File: src/rtl/smrg_pkg.sv
package smrg_pkg;

	localparam int LIST_DEPTH = 16;
	localparam int CNT_W      = $clog2(LIST_DEPTH + 1);
	localparam int IDX_W      = (LIST_DEPTH > 1) ? $clog2(LIST_DEPTH) : 1;

	localparam logic [1:0] CMD_FIRST  = 2'd0;
	localparam logic [1:0] CMD_SECOND = 2'd1;
	localparam logic [1:0] CMD_MERGE  = 2'd2;

	localparam logic [1:0] STAT_RECORD = 2'd0;
	localparam logic [1:0] STAT_FULL   = 2'd1;
	localparam logic [1:0] STAT_EMPTY  = 2'd2;

	typedef struct packed {
		logic [1:0]         command;
		logic signed [31:0] key;
		logic [15:0]        tag;
	} item_t;

	typedef struct packed {
		logic signed [31:0] key_res;
		logic [15:0]        tag_res;
		logic               from_second;
		logic [1:0]         status;
		logic               last;
	} result_t;

	typedef struct packed {
		logic signed [31:0] key;
		logic [15:0]        tag;
	} rec_t;

	typedef struct packed {
		logic push;
		logic pop;
		logic clr;
	} buf_ctl_t;

	typedef struct packed {
		rec_t head;
		logic full;
		logic avail;
		logic one_left;
	} buf_stat_t;

	typedef enum logic {
		ST_IDLE,
		ST_MERGE
	} state_t;

endpackage

File: src/rtl/smrg_buf.sv
module smrg_buf
	import smrg_pkg::*;
(
	input  logic      clk,
	input  logic      arst_n,
	input  buf_ctl_t  ctl,
	input  rec_t      wr_rec,
	output buf_stat_t stat
);

	rec_t             mem [LIST_DEPTH];
	rec_t             head_rec_q;
	logic [CNT_W-1:0] count_q;
	logic [CNT_W-1:0] head_q;
	logic [CNT_W-1:0] head_d;

	always_comb begin
		head_d = head_q;
		if (ctl.clr) begin
			head_d = '0;
		end else if (ctl.pop) begin
			head_d = head_q + CNT_W'(1);
		end
	end

	// The head word is registered from the next head index; a push into the slot
	// that becomes the head is forwarded straight from the write data.
	always_ff @(posedge clk) begin
		if (ctl.push && !ctl.clr) begin
			mem[count_q[IDX_W-1:0]] <= wr_rec;
		end
		if (ctl.push && !ctl.clr && (count_q == head_d)) begin
			head_rec_q <= wr_rec;
		end else begin
			head_rec_q <= mem[head_d[IDX_W-1:0]];
		end
	end

	always_ff @(posedge clk or negedge arst_n) begin
		if (!arst_n) begin
			count_q <= '0;
			head_q  <= '0;
		end else if (ctl.clr) begin
			count_q <= '0;
			head_q  <= '0;
		end else begin
			if (ctl.push) begin
				count_q <= count_q + CNT_W'(1);
			end
			head_q <= head_d;
		end
	end

	always_comb begin
		stat.head     = head_rec_q;
		stat.full     = (count_q == CNT_W'(LIST_DEPTH));
		stat.avail    = (head_q < count_q);
		stat.one_left = ((head_q + CNT_W'(1)) == count_q);
	end

endmodule

File: src/rtl/smrg_ctrl.sv
module smrg_ctrl
	import smrg_pkg::*;
(
	input  logic      clk,
	input  logic      arst_n,
	input  logic      start,
	input  item_t     item,
	input  buf_stat_t stat_a,
	input  buf_stat_t stat_b,
	output logic      busy,
	output buf_ctl_t  ctl_a,
	output buf_ctl_t  ctl_b,
	output result_t   result,
	output logic      res_valid
);

	state_t  state_q, state_d;
	result_t res_q, res_d;
	logic    res_valid_q, res_valid_d;
	logic    accept;
	logic    take_first;
	logic    merge_last;
	logic    nothing_held;

	assign accept       = start && (state_q == ST_IDLE);
	assign nothing_held = !stat_a.avail && !stat_b.avail;

	// The single key comparator; ties go to the first list.
	assign take_first = stat_a.avail &&
		(!stat_b.avail || ($signed(stat_a.head.key) <= $signed(stat_b.head.key)));
	assign merge_last = take_first ? (stat_a.one_left && !stat_b.avail)
	                               : (stat_b.one_left && !stat_a.avail);

	always_comb begin
		state_d = state_q;
		case (state_q)
			ST_IDLE: begin
				if (accept && item.command == CMD_MERGE && !nothing_held) begin
					state_d = ST_MERGE;
				end
			end
			ST_MERGE: begin
				if (merge_last) begin
					state_d = ST_IDLE;
				end
			end
			default: state_d = ST_IDLE;
		endcase
	end

	always_comb begin
		ctl_a       = '0;
		ctl_b       = '0;
		res_d       = '0;
		res_valid_d = 1'b0;
		case (state_q)
			ST_IDLE: begin
				if (accept) begin
					case (item.command)
						CMD_FIRST: begin
							if (stat_a.full) begin
								res_d.status = STAT_FULL;
								res_d.last   = 1'b1;
								res_valid_d  = 1'b1;
							end else begin
								ctl_a.push = 1'b1;
							end
						end
						CMD_SECOND: begin
							if (stat_b.full) begin
								res_d.status      = STAT_FULL;
								res_d.from_second = 1'b1;
								res_d.last        = 1'b1;
								res_valid_d       = 1'b1;
							end else begin
								ctl_b.push = 1'b1;
							end
						end
						CMD_MERGE: begin
							if (nothing_held) begin
								res_d.status = STAT_EMPTY;
								res_d.last   = 1'b1;
								res_valid_d  = 1'b1;
							end
						end
						default: ;
					endcase
				end
			end
			ST_MERGE: begin
				ctl_a.pop         = take_first;
				ctl_b.pop         = !take_first;
				ctl_a.clr         = merge_last;
				ctl_b.clr         = merge_last;
				res_d.key_res     = take_first ? stat_a.head.key : stat_b.head.key;
				res_d.tag_res     = take_first ? stat_a.head.tag : stat_b.head.tag;
				res_d.from_second = !take_first;
				res_d.status      = STAT_RECORD;
				res_d.last        = merge_last;
				res_valid_d       = 1'b1;
			end
			default: ;
		endcase
	end

	always_ff @(posedge clk or negedge arst_n) begin
		if (!arst_n) begin
			state_q     <= ST_IDLE;
			res_valid_q <= 1'b0;
		end else begin
			state_q     <= state_d;
			res_valid_q <= res_valid_d;
		end
	end

	always_ff @(posedge clk) begin
		res_q <= res_d;
	end

	assign busy      = (state_q != ST_IDLE);
	assign result    = res_q;
	assign res_valid = res_valid_q;

endmodule

File: src/rtl/sorted_two_way_merge_unit.sv
// Two buffers of up to LIST_DEPTH (key, tag) words each, merged into one
// ascending run on a merge command; the user must load each in ascending key
// order, which the block itself does not enforce. An append leaves busy low,
// so a new command may follow at once; a rejected append shows its status
// word in the cycle after the command. A merge holds busy high until its last
// word is picked, as a single signed key comparator picks one head word each
// cycle; each word appears on result in the cycle after it is picked, for
// exactly one cycle under res_valid, with last set on the final one. A merge with
// nothing stored returns one status word in the next cycle. The receiver cannot
// stall the block, so every word must be captured in the cycle it is strobed.
module sorted_two_way_merge_unit
	import smrg_pkg::*;
(
	input  logic    clk,
	input  logic    arst_n,
	input  logic    start,
	input  item_t   item,
	output logic    busy,
	output result_t result,
	output logic    res_valid
);

	buf_ctl_t  ctl_a, ctl_b;
	buf_stat_t stat_a, stat_b;
	rec_t      wr_rec;

	assign wr_rec.key = item.key;
	assign wr_rec.tag = item.tag;

	smrg_buf u_buf_a (
		.clk    (clk),
		.arst_n (arst_n),
		.ctl    (ctl_a),
		.wr_rec (wr_rec),
		.stat   (stat_a)
	);

	smrg_buf u_buf_b (
		.clk    (clk),
		.arst_n (arst_n),
		.ctl    (ctl_b),
		.wr_rec (wr_rec),
		.stat   (stat_b)
	);

	smrg_ctrl u_ctrl (
		.clk       (clk),
		.arst_n    (arst_n),
		.start     (start),
		.item      (item),
		.stat_a    (stat_a),
		.stat_b    (stat_b),
		.busy      (busy),
		.ctl_a     (ctl_a),
		.ctl_b     (ctl_b),
		.result    (result),
		.res_valid (res_valid)
	);

endmodule

File: config.mk
export PLATFORM = sky130hd
export DESIGN_NAME = sorted_two_way_merge_unit
export DESIGN_NICKNAME = d
export VERILOG_FILES = /design/src/rtl/smrg_pkg.sv /design/src/rtl/smrg_buf.sv /design/src/rtl/smrg_ctrl.sv /design/src/rtl/sorted_two_way_merge_unit.sv
export SDC_FILE = /design/constraint.sdc
export NUM_CORES = 2
export LEC_CHECK = 0
export BUFFER_PORTS_ARGS = -buffer_cell sky130_fd_sc_hd__clkbuf_2
export CORE_MARGIN = 5
export CORE_UTILIZATION = 52
export DETAILED_ROUTE_END_ITERATION = 12
export PLACE_DENSITY_LB_ADDON = 0.12
export SLEW_MARGIN = 30
export SYNTH_ARGS = -nofsm -noshare
export SYNTH_HDL_FRONTEND = slang
export SYNTH_SLANG_ARGS = --single-unit
File: constraint.sdc
create_clock -name clk -period 7.2 [get_ports clk]
set_clock_uncertainty 0.05 [all_clocks]
set_input_delay 1.08 -clock clk [delete_from_list [all_inputs] [get_ports clk]]
set_output_delay 1.08 -clock clk [all_outputs]
set_load 0.05 [all_outputs]
* Yosys cells after proc, flatten, opt, wreduce, memory -nomap -nowiden
Memories as Yosys holds them, arrays and structs flattened. Cells that the tools add are included.
Storage, ports and cells: input port bits 53, register bits 170, memories 2, bits in writable memories 1536, output and inout bits 54
Memories:
- u_buf_a.mem | depth 16, width 48, read ports 1, clocked after Yosys merged registers in 0, wr ports 1, RTL line smrg_buf.sv:11 | rec_t mem [LIST_DEPTH];
- u_buf_b.mem | depth 16, width 48, read ports 1, clocked after Yosys merged registers in 0, wr ports 1, RTL line smrg_buf.sv:11
Cells by class: bitwise gates (word level) 1, muxes and demuxes 45, equal/unequal tests 8, magnitude comparators 3, $add $sub $neg 4, reductions and logical operators 21
Operators by type and width (count):
- $mux 48 | 2
- $mux 5 | 10
- $le 32x32->1 | 1
- $mux 32 | 1
- $add 5x1->5 const B | 4
- $eq 5x5->1 | 4
- $mux 1 | 20
- $mux 16 | 1
- $logic_and 1x1->1 | 11
- $eq 5x5->1 const B | 2
- $lt 5x5->1 | 2
- $pmux 3 s3 | 1
- $mux 4 | 2
- $pmux 4 s2 | 1
- $logic_not 1->1 | 6
- $mux 2 | 3
- $pmux 1 s2 | 2
- $reduce_bool 2->1 | 2
- $mux 3 | 1
- $pmux 1 s3 | 1
- $eq 2x1->1 const B | 1
- $eq 2x2->1 const B | 1
- $logic_not 2->1 | 1
- $logic_or 1x1->1 | 1
- $not 1->1 | 1

* Longest topological paths before layout
depth in word-level cells 11, gate-level depth with buffers 18, gate-level depth less buffers 14

* Hierarchy
Synthesis repeated with hierarchy kept, for this count alone.
Unflattened totals: cells, all modules 3158, area total of the unflattened synthesis 65276.4 um2
Modules (own cells, without submodules):
- smrg_buf at u_buf_b | times used 1, cells each 1400, area an instance 31143.6 um2, sequential area each 24273.3 um2
- smrg_buf at u_buf_a | times used 1, cells each 1400, area an instance 31114.8 um2, sequential area each 24273.3 um2
- smrg_ctrl | times used 1, cells each 358, area an instance 3017.9 um2, sequential area each 1091.0 um2

* Least setup slack after synthesis
OpenSTA, ideal clock, no wires.
kind input -> register, from input item[49] (netlist bit), to memory u_buf_a.mem[3][0] (netlist bit) (enable), setup slack 1.364 ns, arrival 5.274 ns, data required time 6.637 ns, cell stages on the path 5, path through nor3b_1 nand2_1 nor2_1 nand2_1 nor3_1
On the way: cells in the longest elaborated chain, start to end 7
RTL lines:
- start, declared | RTL line sorted_two_way_merge_unit.sv:17 | input item_t item,
- $logic_not 2->1 | RTL line smrg_ctrl.sv:59 | case (item.command)
- $mux 1 | RTL line smrg_ctrl.sv:59
- $mux 1 | RTL line smrg_ctrl.sv:58 | if (accept) begin
- $mux 1 | RTL line smrg_ctrl.sv:56 | case (state_q)
- $logic_and 1x1->1 | RTL line smrg_buf.sv:29 | if (ctl.push && !ctl.clr) begin
- $mux 1 | RTL line smrg_buf.sv:29
- $mux 1 (not written as such) | RTL line smrg_buf.sv:30 | mem[count_q[IDX_W-1:0]] <= wr_rec;
- end, declared | RTL line smrg_buf.sv:11
Every way passes these cells.

* Worst setup path in the final report
from register u_buf_b.head_rec_q, in the netlist u_buf_b.stat[31], to register u_buf_b.head_rec_q, in the netlist u_buf_b.stat[38]
On the way: cells in the longest elaborated chain, start to end 10, elaborated cells on any way between the ends 14
RTL lines:
- start, declared | RTL line smrg_buf.sv:12 | rec_t head_rec_q;
- start signal, assigned | RTL line smrg_buf.sv:33 | head_rec_q <= wr_rec;
- start signal, assigned | RTL line smrg_buf.sv:35 | head_rec_q <= mem[head_d[IDX_W-1:0]];
- $le 32x32->1 (*) | RTL line smrg_ctrl.sv:30 | (!stat_b.avail || ($signed(stat_a.head.key) <= $signed(stat_b.head.key)));
- $logic_or 1x1->1 (*) | RTL line smrg_ctrl.sv:30
- $logic_and 1x1->1 (*) | RTL line smrg_ctrl.sv:29 | assign take_first = stat_a.avail &&
- $logic_not 1->1 | RTL line smrg_ctrl.sv:92 | ctl_b.pop = !take_first;
- $mux 2 (*) | RTL line smrg_ctrl.sv:56
- branches (longest 4 deep; another with $mem_v2 16x48)
- $mux 48 (*) | RTL line smrg_buf.sv:32 | if (ctl.push && !ctl.clr && (count_q == head_d)) begin
Mark *: on every way between the ends. A chain may end at the register's enable or synchronous reset.

==> out/metrics.yaml <==
logic_synthesis:
  yosys_warnings: 0
  synthFlopType: "edfxtp_1"
  synth_commonest_cells: "1536 x edfxtp_1, 289 x a211oi_1, 286 x nor2_1"
  synth_nets: 4885
  synth_area_leaders: "edfxtp_1 67%, dfxtp_1 4.3%, a211oi_1 3.2%"
  synthArstFlopShare: 0.0129
  netlist_area_um2: 68900
  synth_cell_type_count: 73
  synth-seq-cells: 1706
  synth_most_common_cell: "edfxtp_1"
  synth_top_area_frac: 0.670
  avgSynthCellArea_um2: 14.4
  synthCells: 4780
  ys_seq_area_frac: 0.721
  synth_edf_count: 1536
  yosysTopAreaCell: "edfxtp_1"
cts:
  cts_resized: 0
  cts_tree: "done"
  clkTransAtPathRegs_ns: 0.06
  numCtsBuffers: 173
  cts-root-buf: "clkbuf_16"
  postCtsSetupRepairBufs: 0
  htree_levels: 4
  ctsLongestPathBuffers: 3
  insertion_delay_ns: 0.83
  cts.sinks: 1706
  holdBufCountCts: 0
place:
  gp_congestion: 0.859
  placed_cells: 6373
  post-place-ws_ns: 0.926
  port_buffers: 106
  dp_hpwl_um: 110000
layout:
  seqCellArea_um2: 49600
  drive_gt1_frac: 0.125
  fin_cells: 6703
  area_growth_pct: 12.5
  nFillCells: 10100
  fin_util: 0.589
  num-nets-final: 4901
  multi_input_area_um2: 17800
routing:
  drcViolationCount: 0
  drt_wl_total_um: 206000
  routed_via_density: 6.56
  ant_nets: 0
  vias: 44000
  wl_per_cell_um: 30.7
  drtIter0Drc: 5599
  dr.pass1.iters: 5
setup_path:
  required_ns: 7.80
  path_class: "reg2reg"
  cp_max_fo: 119
  crit_path_start_kind: "flip-flop"
  path_cells: "inv_1 > ha_1 > nand4_1 > nor4_1 > a21boi_0 > o31a_1 > o311ai_0 > a211oi_4 > buf_4 > buf_12 > buf_16 > a211oi_1 > a311oi_1 > a21oi_1 > a31oi_1"
  cp_slowest_cell: "nor4_1"
  cp-startpoint: "u_buf_b.stat[31]$_DFF_P_"
  cp_slowest_stage_delay_ns: 0.95
  crit_path_end_kind: "flip-flop"
  cp_data_arrival_time_ns: 7.15
  regToRegStartpoint: "u_buf_b.stat[31]$_DFF_P_"
sta:
  worst_pin_slew_ns: 1.04
  fin_crit_sh: 0.910
  rsz0062_at_grt: "false"
  slew_headroom: 0.303
  fmax_mhz: 153
  setup_tns_ns: 0
  fin_crit_ns: 6.55
  hold_viol_final: 0
  setup_viol: 0
  finalMaxSlewViolations: 0
  fin_ws_ns: 0.647
power:
  ir_drop_mv: 0.221
  p_leak_nw: 25.6
  power_density_nw_per_um2: 257
floorplan:
  die_h_um: 374
  fp-row-count: 133
  initial_core_util: 0.523
  die_area_um2: 140000
  ios: 107
  coreArea_um2: 132000
  die_w_um: 374
grt:
  grt.busiest_layer: "met2"
  use_met2: 0.429
  grt_pass1_wl_um: 297000
  grt_use_met1: 0.419
  grt_pass1_vias: 42200
  met3_usage: 0.0803
  grt_use_total: 0.288
  grt_max_degree: 179
  grt_antenna_before_repair: 11
  gr-total-overflow: 0
hold_path:
  worstHoldPathType: "in2async"
status:
  outcome: "complete, no violations"
run:
  cap_violations: 0
==> critical path: cells and delay by family, from the launching register on <==
family | cells | cell delay, ns
compound gates | 8 | 2.79
fa+ha+maj | 1 | 0.27
buf+inv | 4 | 1.28
flops | 1 | 0.42
simple gates | 2 | 1.31
==> stage by stage <==
stage | cell area (µm²) | hold WS (ns) | power [mW]
2_1_floorplan | 68900 | 0.370 | 11.0
3_3_place_gp | 71600 | 0.416 | 11.1
3_5_place_dp | 71800 | 0.409 | 11.1
4_1_cts | 77400 | 0.220 | 20.0
5_1_grt | 77500 | 0.248 | 20.4
6_report | 77500 | 0.253 | 19.9
==> cell usage in the layout, fill, tap and decap left out, types with 53 or more instances in the layout <==
cell	count
clkbuf_2	106
mux2i_1	145
edfxtp_1	1536
o21ai_0	230
a21oi_1	118
nor3_1	102
a211oi_1	289
clkbuf_16	174
or3_1	98
nor2b_1	147
o211ai_1	102
buf_4	100
dfxtp_1	148
nor4_1	53
a31oi_1	96
o311ai_0	96
nor2_1	258
nand2_1	266
==> power by group <==
part | internal [mW] | leakage, nW | switching, mW
clock network | 5.16 | 2.75 | 3.80
registers | 10.8 | 15.3 | 0
logic | 0.0105 | 7.50 | 0.134
total | 15.9 | 25.6 | 3.93
==> kinds of logic after synthesis <==
group | Yosys count | synth area share
buffers and inverters | 450 | 0.0272
muxes | 200 | 0.0313
AOI/OAI and AO/OA | 1326 | 0.137
and+or+nand+nor | 1018 | 0.0705
DFF | 1706 | 0.721
xor gates and xnor gates | 28 | 0.00396
adders and majority gates | 52 | 0.00945
==> metal layers <==
| metal | wire length, µm | up-vias | share of wire |
|---|---|---|---|
| met4 | 5790 | 4 | 0.028 |
| li1 | - | 18900 | - |
| met1 | 85700 | 22400 | 0.42 |
| met2 | 91200 | 2345 | 0.44 |
| met3 | 23300 | 362 | 0.11 |
| met5 | 23 | - | 0.00011 |
==> cell type report <==
type,instances,share of cell area
sequential,1706,0.641
multi-input combinational,2624,0.230
timing repair buffer,239,0.0255
clock inverter,88,0.0116
tap,1755,0.0283
antenna,3,0.0000969
clock buffer,236,0.0610
inverter,52,0.00260
==> registers in the layout (all words and copies together), names as in the netlist <==
name              count
u_buf_a.mem         768
u_buf_b.mem         768
u_ctrl.result        52
u_buf_a.stat         48
u_buf_b.stat         48
u_buf_a.count_q       5
u_buf_a.head_q        5
u_buf_b.count_q       5
u_buf_b.head_q        5
u_ctrl.busy           1
u_ctrl.res_valid      1
==> path summary, 6_finish.rpt <==
kind,endpoint,cells after the start,slack [ns]
setup / recovery,u_buf_b.stat[38]$_DFF_P_,15,0.65
hold / removal,u_buf_b.count_q[1]$_DFFE_PN0P_,1,0.25
setup reg to reg,u_buf_b.stat[38]$_DFF_P_,15,0.65
hold reg to reg,u_ctrl.result[10]$_SDFF_PN0_,1,0.42
max in group asynchronous,u_buf_a.count_q[4]$_DFFE_PN0P_,1,6.39
min in group clk,u_ctrl.result[10]$_SDFF_PN0_,1,0.42
(Power assumes the default switching activity.)
